[config.mk]
export PLATFORM = sky130hd
export DESIGN_NAME = bounded_sorted_time_ranking
export DESIGN_NICKNAME = d
export VERILOG_FILES = /design/src/hdl/bstr_pkg.sv /design/src/hdl/bstr_cell.sv /design/src/hdl/bounded_sorted_time_ranking.sv
export SDC_FILE = /design/constraint.sdc
export NUM_CORES = 1
export LEC_CHECK = 0
export BUFFER_PORTS_ARGS = -buffer_cell sky130_fd_sc_hd__buf_2
export CORE_UTILIZATION = 25
export CTS_CLUSTER_DIAMETER = 40
export DETAILED_ROUTE_END_ITERATION = 8
export GPL_TIMING_DRIVEN = 1
export HOLD_SLACK_MARGIN = 0.02
export PLACE_DENSITY = 0.45
export SLEW_MARGIN = 25
export SYNTH_ARGS = -nofsm -noshare
export SYNTH_HDL_FRONTEND = slang
export SYNTH_SLANG_ARGS = --single-unit
[constraint.sdc]
create_clock -name clk -period 7.7 [get_ports clk]
set_input_delay 1.155 -clock clk [delete_from_list [all_inputs] [get_ports clk]]
set_output_delay 1.155 -clock clk [all_outputs]
set_load 0.1 [all_outputs]
[src/hdl/bstr_pkg.sv]
// ----------------------------------------------------------------------------
// bstr_pkg
// Types and constants shared by the sorted time ranking block.
// ----------------------------------------------------------------------------
package bstr_pkg;

    localparam int DEPTH = 16;
    localparam int KEY_W = 14;
    localparam int CNT_W = 5;

    typedef logic [KEY_W-1:0] bstr_key_t;
    typedef logic [CNT_W-1:0] bstr_cnt_t;

    typedef struct packed {
        logic [7:0] finish_minutes;
        logic [5:0] finish_seconds;
    } bstr_req_t;

    typedef struct packed {
        logic [4:0] rank_position;
        logic       was_stored;
        logic [4:0] entries_held;
    } bstr_res_t;

    // Per-cell control from the top level.
    typedef struct packed {
        logic en;
        logic any_eq;
        logic valid;
        logic tail;
    } bstr_cell_ctl_t;

    // Per-cell status back to the top level.
    typedef struct packed {
        logic gt;
        logic eq;
    } bstr_cell_sts_t;

    // minutes*60 + seconds, as (m<<6) - (m<<2) + s.
    function automatic bstr_key_t bstr_make_key(bstr_req_t req);
        bstr_key_t m64;
        bstr_key_t m4;
        m64 = {req.finish_minutes, 6'b0};
        m4  = {4'b0, req.finish_minutes, 2'b0};
        return m64 - m4 + {8'b0, req.finish_seconds};
    endfunction

endpackage

[src/hdl/bstr_cell.sv]
// ----------------------------------------------------------------------------
// bstr_cell
// One slot of the ranking list: holds a key, compares it with the new key,
// and takes either its upper neighbor's key or the new key on an insert.
// ----------------------------------------------------------------------------
module bstr_cell (
    input  logic                    clk,
    input  bstr_pkg::bstr_cell_ctl_t ctl,
    input  bstr_pkg::bstr_key_t     new_key,
    input  bstr_pkg::bstr_key_t     prev_key,
    input  logic                    prev_gt,
    output bstr_pkg::bstr_key_t     key,
    output bstr_pkg::bstr_cell_sts_t sts
);
    import bstr_pkg::*;

    bstr_key_t key_reg;
    bstr_key_t key_next;

    assign key    = key_reg;
    assign sts.gt = ctl.valid && (new_key < key_reg);
    assign sts.eq = ctl.valid && (new_key == key_reg);

    always_comb
    begin
        key_next = key_reg;
        if (ctl.en && !ctl.any_eq)
        begin
            if (prev_gt)
            begin
                key_next = prev_key;
            end
            else if (sts.gt || ctl.tail)
            begin
                key_next = new_key;
            end
        end
    end

    always_ff @(posedge clk)
    begin
        key_reg <= key_next;
    end

endmodule

[src/hdl/bounded_sorted_time_ranking.sv]
// ----------------------------------------------------------------------------
// bounded_sorted_time_ranking
// Ascending list of the best finish times, kept in a row of compare-and-shift
// cells; reports the rank of each new time and whether it was stored.
// ----------------------------------------------------------------------------
//  channel  | ports                  | handshake
//  ---------+------------------------+--------------------------------------
//  request  | start, busy, request   | taken when start is high, busy low
//  result   | done, result           | one-cycle strobe, cannot be held off
//
// A request is registered on the edge that takes it; on the next edge every
// cell compares and shifts at once, and the result and done are registered.
// A new request is taken every cycle, and busy stays low. Reset empties the
// list; stored keys are not cleared.
module bounded_sorted_time_ranking (
    input  logic                clk,
    input  logic                rst_n,
    input  logic                start,
    output logic                busy,
    input  bstr_pkg::bstr_req_t request,
    output logic                done,
    output bstr_pkg::bstr_res_t result
);
    import bstr_pkg::*;

    bstr_key_t key_reg;
    logic      pend_reg;
    bstr_cnt_t count_reg;
    bstr_cnt_t count_next;
    bstr_res_t res_reg;
    bstr_res_t res_next;
    logic      done_reg;

    bstr_key_t      cell_key [DEPTH];
    bstr_cell_sts_t cell_sts [DEPTH];
    bstr_cell_ctl_t cell_ctl [DEPTH];
    logic [DEPTH-1:0] ge;
    logic [DEPTH-1:0] bound;
    logic [DEPTH-1:0] eq_vec;
    logic      any_eq;
    bstr_cnt_t pos;
    logic      stored;

    assign busy   = 1'b0;
    assign done   = done_reg;
    assign result = res_reg;

    always_comb
    begin
        for (int i = 0; i < DEPTH; i++)
        begin
            eq_vec[i] = cell_sts[i].eq;
            ge[i]     = cell_sts[i].gt || cell_sts[i].eq;
        end
    end

    assign any_eq = |eq_vec;

    always_comb
    begin
        for (int i = 0; i < DEPTH; i++)
        begin
            cell_ctl[i].en     = pend_reg;
            cell_ctl[i].any_eq = any_eq;
            cell_ctl[i].valid  = CNT_W'(i) < count_reg;
            cell_ctl[i].tail   = CNT_W'(i) == count_reg;
        end
    end

    // The list is ascending, so the entries at or above the new key form a
    // suffix of the valid ones; its first cell is the insert position.
    always_comb
    begin
        pos = '0;
        for (int i = 0; i < DEPTH; i++)
        begin
            if (i == 0)
            begin
                bound[i] = ge[i];
            end
            else
            begin
                bound[i] = ge[i] && !ge[i-1];
            end
            pos = pos | (bound[i] ? CNT_W'(i) : '0);
        end
        if (bound == '0)
        begin
            pos = count_reg;
        end
    end

    assign stored = !any_eq && (pos < CNT_W'(DEPTH));

    always_comb
    begin
        count_next = count_reg;
        if (pend_reg && stored && (count_reg < CNT_W'(DEPTH)))
        begin
            count_next = count_reg + CNT_W'(1);
        end
        res_next.rank_position = pos + CNT_W'(1);
        res_next.was_stored    = stored;
        res_next.entries_held  = count_next;
    end

    for (genvar g = 0; g < DEPTH; g++)
    begin : g_cell
        if (g == 0)
        begin : g_first
            bstr_cell u_cell (
                .clk      (clk),
                .ctl      (cell_ctl[g]),
                .new_key  (key_reg),
                .prev_key (key_reg),
                .prev_gt  (1'b0),
                .key      (cell_key[g]),
                .sts      (cell_sts[g])
            );
        end
        else
        begin : g_rest
            bstr_cell u_cell (
                .clk      (clk),
                .ctl      (cell_ctl[g]),
                .new_key  (key_reg),
                .prev_key (cell_key[g-1]),
                .prev_gt  (cell_sts[g-1].gt),
                .key      (cell_key[g]),
                .sts      (cell_sts[g])
            );
        end
    end

    always_ff @(posedge clk or negedge rst_n)
    begin
        if (!rst_n)
        begin
            pend_reg  <= 1'b0;
            done_reg  <= 1'b0;
            count_reg <= '0;
        end
        else
        begin
            pend_reg  <= start && !busy;
            done_reg  <= pend_reg;
            count_reg <= count_next;
        end
    end

    always_ff @(posedge clk)
    begin
        if (start && !busy)
        begin
            key_reg <= bstr_make_key(request);
        end
        if (pend_reg)
        begin
            res_reg <= res_next;
        end
    end

endmodule

After elaboration in Yosys (flattened, before gate mapping). Index checks and enable logic that the tools add are counted.

Register bits: 256. Input port bits: 17. Output and inout port bits: 13.

Add/sub/neg operators: 4. Order comparisons: 34. Equal/unequal tests: 31. Muxes and demuxes: 47. Bitwise gates (word level): 14. Reduce and logical (&&, ||, !) cells: 133.

Operators by type and width (number): two-way mux 14 bit (30); equality test 14 bit (16); less-than comparator 14 bit (16); logical AND 1 bit (51); equality test 4 x 5 -> 1 bit (first input constant) (8); less-than comparator 4 x 5 -> 1 bit (first input constant) (8); logical OR 1 bit (32); two-way mux 4 bit (8); AND reduction 2 bit (16); nonzero test 2 bit (15); OR 4 bit (7); equality test 3 x 5 -> 1 bit (first input constant) (4); less-than comparator 3 x 5 -> 1 bit (first input constant) (4); zero test 1 bit (16); zero test 16 bit (1); OR reduction 16 bit (1); adder 14 x 6 -> 14 bit (1); subtractor 14 x 10 -> 14 bit (1); two-way mux 3 bit (4); adder 5 x 1 -> 5 bit (second input constant) (2); equality test 2 x 5 -> 1 bit (first input constant) (2); less-than comparator 1 x 5 -> 1 bit (first input constant) (2); less-than comparator 2 x 5 -> 1 bit (first input constant) (2); less-than comparator 5 bit (second input constant) (2); 10 further kinds (14).

Logic depth before layout (Yosys ltp). Gate-level depths: netlist (run 1).

Depth after elaboration: 26. Gate-level depth with buffers: 15. Depth with buffers taken out: 15.

Hierarchy. Synthesis (run 1) repeated with hierarchy kept, for this count alone.

Cell total of the unflattened synthesis: 1600. Area, all modules: 18196.2 sq um.

Modules (own cells, without submodules): bstr_cell (instances 16, cells each 86, area an instance 1002.2 sq um, seq. area each 420.4 sq um); bounded_sorted_time_ranking (instances 1, cells each 224, area an instance 2160.8 sq um, seq. area each 925.9 sq um).

Worst setup path before layout (run 1). No wires, ideal clock.

Path type: register -> register. Start: reg key_reg[12]. End: reg g_cell[1].g_rest.u_cell.key_reg[0], enable pin. Library setup time: 0.394 ns. Arrival time: 3.344 ns. Data required time: 7.306 ns. Setup slack: 3.962 ns. Stages on the path, launching flop included: 9. Buffers on the path: 2. Period minus slack after synthesis: 3.738 ns. Cell sequence: edfxtp_1 > ha_1 > nand4_1 > nor3_1 > or3_1 > or4b_4 > clkbuf_1 > clkbuf_1 > a31oi_1.

Cells in the longest elaborated chain, start to end: 6.

RTL lines: start: declaration (line bounded_sorted_time_ranking.sv:26) `bstr_key_t key_reg;`; start signal: assignment (line bounded_sorted_time_ranking.sv:155) `key_reg <= bstr_make_key(request);`; branches (longest 5 deep; another with less-than comparator 14 bit); AND reduction 2 bit (no line) (*); end signal: assignment (line bstr_cell.sv:42) `key_reg <= key_next;`; end: declaration (line bstr_cell.sv:17) `bstr_key_t key_reg;`.

Every way passes the cells marked *. A chain may end at the register's enable or synchronous reset.

==> impl_metrics.py, run 1 <==
metrics = {
    "logic_synthesis": {
        "netlist_area_um2": 16700,
        "synth-edff-count": 249,
        "netlist.area_leader.share_pct": 44.7,
        "yosys-top-cells-area": "edfxtp_1 45%, ha_1 18%, o21ai_0 6.3%",
        "synth_most_common_cell": "nand2_1",
        "synth_warnings": 0,
        "synth-seq-cells": 256,
        "synthArstFlopShare_pct": 2.73,
        "avgSynthCellArea_um2": 9.81,
        "synthTopCellsByCount": "256 x nand2_1, 249 x edfxtp_1, 241 x inv_1",
        "synth.distinct_cells": 69,
        "synth_ff_type": "edfxtp_1",
        "synthDominantAreaCellType": "edfxtp_1",
        "syn_inst": 1707,
        "ys_seq_area_share_pct": 45.7,
        "syn_nets": 1961,
    },
    "final_layout": {
        "final_core_util_pct": 29.8,
        "syn_to_final_growth_pct": 17.5,
        "largest_register_ffs": 210,
        "num-nets-final": 2021,
        "drive_above_1_share_pct": 11.1,
        "diodes": 0,
    },
    "grt": {
        "grt_use_met2_pct": 22.5,
        "grt_use_total_pct": 13.5,
        "grt_first_pass_wirelength_um": 71800,
        "gr-usage-met1_pct": 17.9,
        "gr-max-usage-layer": "met2",
        "grt_pass1_vias": 12600,
        "met3_usage_pct": 2.01,
        "grt_overflow": 0,
        "grt_max_degree": 33,
        "antenna_found_initial": 1,
    },
    "hold_path": {
        "hold_path.class": "in -> async",
    },
    "clock_network": {
        "cts_tree": "yes",
        "postCtsSetupRepairBufs": 0,
        "cts_hold_buf": 0,
        "cts_resized": 0,
        "cts_buffers": 51,
        "root_buffer": "clkbuf_16",
        "clk_latency_ps": 580,
        "clock_sinks": 256,
        "cts.clk_slew.worst_paths_ps": 50,
        "htree_levels": 2,
        "clockBufferDepth": 3,
    },
    "drt": {
        "final_antenna_net_count": 0,
        "dr.pass1.iters": 6,
        "wl_um": 44800,
        "vias": 12300,
        "vias_per_cell": 4.61,
        "post_drt_wl_per_cell_um": 16.8,
        "drcViolationCount": 1,
        "drt_iter0_drc": 632,
    },
    "setup_path": {
        "worstPathArrival_ps": 4910,
        "cpLargestDelayFamily": "compound AO/OA/AOI/OAI gates",
        "endpoint_kind": "register",
        "start_kind": "register",
        "path_max_fanout": 31,
        "path_common_cell": "inv_1",
        "critPathBufInv": 4,
        "slowest_delay_ps": 730,
        "r2r_slack_ps": 3100,
        "cpMaxStageDelayCell": "nand3_1",
        "r2r_start": "key_reg[0]",
        "crit_chain": "buf_4, inv_1, ha_1, nand2b_1, a21oi_1, o31ai_1, nand3_1, a211oi_1, a21o_1, nor3_4, a311oi_2, inv_1, ha_1, inv_1, o31a_1, nand3_1",
        "worstReg2RegEnd": "result[10]",
        "crit_required_ps": 8010,
        "crit_type": "reg -> reg",
        "ff2ff_path_depth": 16,
    },
    "sta": {
        "finClkSkew_ps": 23.9,
        "final_hold_viol_count": 0,
        "min_period_ps": 4600,
        "setup_viol": 0,
        "fin_crit_sh_pct": 59.7,
        "setup_tns_ps": 0,
        "rsz0062_at_grt": "no",
        "tightest_slew_ps": 960,
        "relSlewSlack_pct": 35.8,
        "slew_violations": 0,
        "max_freq_ghz": 0.218,
    },
    "outcome": {
        "failed_checks": "DRC",
        "status": "finished with violations",
    },
    "pwr": {
        "total_power_mw": 9.18,
        "ir_drop_mv": 0.178,
        "power_density_nw_per_um2": 466,
        "static-leakage-power_nw": 8.47,
    },
    "die": {
        "die_x_um": 261,
        "fp.dieH_um": 261,
        "die_area_um2": 68000,
        "core_area_um2": 66000,
        "io_pins": 30,
        "num_rows": 94,
        "start_util_pct": 25.4,
    },
    "job": {
        "drv_cap": 0,
    },
    "placement": {
        "dp_hpwl_um": 33000,
        "place_congestion": 0.799,
        "io_buffers": 28,
    },
}
## kinds of logic (layout without fill, tap and decap cells)
family / after synthesis / in the layout / synth area share [%]
AND/OR/NAND/NOR: 469 / 469 / 13.3
AO/OA/AOI/OAI: 401 / 401 / 13.9
buffers and inverters: 305 / 403 / 7.00
flip-flops: 256 / 256 / 45.7
adder cells (fa/ha/maj): 237 / 237 / 17.7
multiplexers: 27 / 27 / 1.82
XOR/XNOR: 11 / 11 / 0.575
other: 1 / 1 / 0.0224
## power by group
group          total (mW)  leakage (nW)  internal [mW]  switching, mW
Combinational        4.14          5.21           1.41           2.73
Sequential           2.89          2.46           2.60          0.286
Clock                2.15         0.792           1.37          0.781
Total                9.18          8.47           5.38           3.79
## through the flow
stage | hold slack (ps) | cells | worst slack (ps) | cell area, um2
2_1_floorplan | 514 | 1707 | 3960 | 16700
3_5_place_dp | 572 | 2578 | 3070 | 18000
4_1_cts | 394 | 2669 | 3030 | 19700
6_report | 437 | 2669 | 3100 | 19700
5_1_grt | 419 | 2669 | 2750 | 19700
3_3_place_gp | 578 | 2578 | 3130 | 18000
## routing by layer
layer  up-vias  wire (um)
met5         -          0
met4         0       1070
met2       203      20800
met3        78       1570
met1      5790      21400
li1       6236          -
## placed cells by master, fill, tap and decap left out, drive strengths merged, types with 4 or more instances in the layout
cell	synthesis	final
and2	4	4
nor2b	10	10
a31oi	18	18
clkinvlp	0	7
nand2b	17	17
nand3b	7	7
nor2	40	40
mux2	27	27
ha	237	237
nand4	45	45
o21a	10	10
nand3	37	37
a21boi	12	12
nand2	256	256
and3	5	5
a21oi	76	76
a21o	12	12
o21ai	213	213
edfxtp	249	249
or4	7	7
bufinv	0	4
inv	241	247
buf	16	71
nor3	18	18
xnor2	10	10
clkinv	0	16
dfrtp	7	7
o211ai	9	9
nor4	4	4
and4	8	8
a211oi	15	15
or3	4	4
clkbuf	48	58
o31ai	8	8
a2111oi	6	6
## layout make-up
cell class | count | area, um2
sequential | 256 | 7650
fill | 6860 | 46300
timing repair buffer | 71 | 463
clock buffer | 58 | 1320
inverter | 241 | 905
multi-input combinational | 1146 | 7930
tap | 864 | 1080
clock inverter | 33 | 327
## worst max path at each step
| stage | to | slack (ps) | from | cells past startpoint |
|---|---|---|---|---|
| after CTS | result[10] | 3030 | key_reg[0] | 16 |
| after global placement | result[10] | 3130 | key_reg[0] | 16 |
| after detailed placement | result[10] | 3070 | key_reg[0] | 16 |
| after global routing | result[10] | 2750 | key_reg[0] | 16 |
| after floorplan | g_cell[1].g_rest.u_cell.key[0] | 3960 | key_reg[12] | 8 |
| final | result[10] | 3100 | key_reg[0] | 16 |
Power figures use the tool's default switching activity.
==> run 2: changes to the inputs <==
Settings changed: PLACE_DENSITY 0.45 to 0.46.
Clock period 7.7 ns to 4 ns, I/O delays scaled along.
==> run 2 against run 1 <==
The run still ends with DRC left. Sequential power rose by 89%. Via count rose by 2.1%. First-iteration DRC count rose by 15%. Die area did not move. Total power rose by 98%. Routed wire length rose by 4.4%. Maximum frequency rose by 20%.
==> impl_metrics.py, run 2 (synthesis results as in run 1) <==
metrics = {
    "setup_path": {
        "crit_type": "reg -> reg",
        "crit_required_ps": 4310,
        "start_kind": "register",
        "crit_chain": "buf_12, ha_1, nand4_1, nor3_1, o31ai_2, nand3_1, a211oi_1, a21o_1, or3b_1, a311o_1, ha_1, inv_1, o31a_1, nand3_1",
        "endpoint_kind": "register",
        "slowest_delay_ps": 490,
        "path_max_fanout": 32,
        "worstReg2RegEnd": "result[10]",
        "cpMaxStageDelayCell": "nor3_1",
        "ff2ff_path_depth": 14,
        "r2r_slack_ps": 180,
        "worstPathArrival_ps": 4130,
        "r2r_start": "key_reg[13]",
    },
    "drt": {
        "vias": 12600,
        "wl_um": 46700,
        "final_antenna_net_count": 0,
        "dr.pass1.iters": 7,
        "drt_iter0_drc": 728,
        "vias_per_cell": 4.64,
        "post_drt_wl_per_cell_um": 17.2,
        "drcViolationCount": 1,
    },
    "sta": {
        "max_freq_ghz": 0.262,
        "setup_viol": 0,
        "fin_hold_ws_ps": 208,
        "min_period_ps": 3820,
        "slew_violations": 0,
        "relSlewSlack_pct": 44.5,
        "final_hold_viol_count": 0,
        "tightest_slew_ps": 825,
        "rsz0062_at_grt": "no",
        "fin_crit_sh_pct": 95.4,
        "setup_tns_ps": 0,
        "finClkSkew_ps": 27.2,
    },
    "final_layout": {
        "multi_input_area_um2": 7960,
        "regArea_um2": 7650,
        "largest_register_ffs": 210,
        "final_core_util_pct": 30.5,
        "num-nets-final": 2061,
        "drive_above_1_share_pct": 13.0,
        "layout_commonest_cell": "nand2_1",
        "diodes": 0,
        "syn_to_final_growth_pct": 20.2,
        "fillers": 6791,
        "final_cell_area_um2": 20100,
        "mostFrequentLayoutCells": "256 x nand2_1, 249 x edfxtp_1, 241 x inv_1, 237 x ha_1, 210 x o21ai_0",
    },
    "clock_network": {
        "cts_buffers": 49,
        "root_buffer": "clkbuf_16",
        "cts_tree": "yes",
        "cts.clk_slew.worst_paths_ps": 50,
        "clockBufferDepth": 3,
        "clock_sinks": 256,
        "clk_latency_ps": 580,
        "htree_levels": 2,
    },
    "job": {
        "drv_cap": 0,
    },
    "pwr": {
        "static-leakage-power_nw": 8.70,
        "power_density_nw_per_um2": 904,
        "ir_drop_mv": 0.399,
    },
    "hold_path": {
        "hold_path_end": "key_reg[0]",
        "hold_path.class": "in -> reg",
        "hold_depth": 1,
        "holdCritStartpoint": "request[0]",
    },
    "placement": {
        "place_area_um2": 18400,
        "io_buffers": 28,
        "dp_hpwl_um": 35300,
        "place_congestion": 0.843,
    },
    "die": {
        "start_util_pct": 25.4,
        "fp.dieH_um": 261,
        "die_area_um2": 68000,
        "core_area_um2": 66000,
        "die_x_um": 261,
        "io_pins": 30,
        "num_rows": 94,
    },
    "outcome": {
        "status": "finished with violations",
        "failed_checks": "DRC",
    },
    "grt": {
        "grt_pass1_vias": 12900,
        "grt_overflow": 0,
        "grt_use_total_pct": 14.0,
        "antenna_found_initial": 0,
        "grt_max_degree": 33,
        "grt_first_pass_wirelength_um": 73400,
    },
}
-- run 2: cell type report --
class / count / area share [%]
multi-input cells: 1146 / 39.5
clock buffers: 56 / 6.43
well taps: 864 / 5.37
repair buffers: 113 / 4.25
flip-flops and latches: 256 / 38.0
inverters: 241 / 4.49
clock inverters: 36 / 1.92
-- run 2: what timing repair did --
action | 4_1_cts | 5_1_grt
buffers inserted | 0 | 0
hold buffers | 1 | 0
endpoints found under the setup margin | 1 | 3
resized for setup | 1 | 5
hold endpoints to repair | 7 | 0
-- run 2: power by group --
part / switching, mW / leakage [nW] / total (mW) / internal (mW)
clock network: 1.47 / 0.794 / 4.24 / 2.77
registers: 0.452 / 2.46 / 5.46 / 5.01
logic: 5.53 / 5.44 / 8.50 / 2.97
-- run 2: worst max path at each step --
stage	start	end	slack (ps)	cells past startpoint
6_report	key_reg[13]	result[10]	180	14
5_1_grt	key_reg[13]	result[10]	20	14
4_1_cts	key_reg[11]	result[10]	170	15
3_5_place_dp	key_reg[11]	result[10]	-5	15
3_3_place_gp	key_reg[11]	result[10]	-20	15
2_1_floorplan	key_reg[12]	g_cell[1].g_rest.u_cell.key[0]	260	8
-- run 2: metal layers --
layer	vias to the layer above	global-route usage [%]	wire, um
met5	-	0	0
met4	0	4.53	1140
met3	84	2.70	1940
met2	209	23.0	21300
met1	5962	18.5	22400
li1	6316	-	-
-- run 2: worst max-delay path: cells and delay by family (launching register included) --
family / cells / cell delay [ps]
AND/OR/NAND/NOR: 5 / 1380
AO/OA/AOI/OAI: 5 / 950
adder cells (fa/ha/maj): 2 / 530
flip-flops: 1 / 410
buffers and inverters: 2 / 280
-- run 2: through the flow --
step	worst slack, ps	cells	power (mW)
after floorplan	262	1707	11.3
after global placement	-19.9	2619	13.9
after detailed placement	-5.27	2619	14.0
after CTS	172	2712	18.4
after global routing	23.8	2712	19.7
final	184	2712	18.2
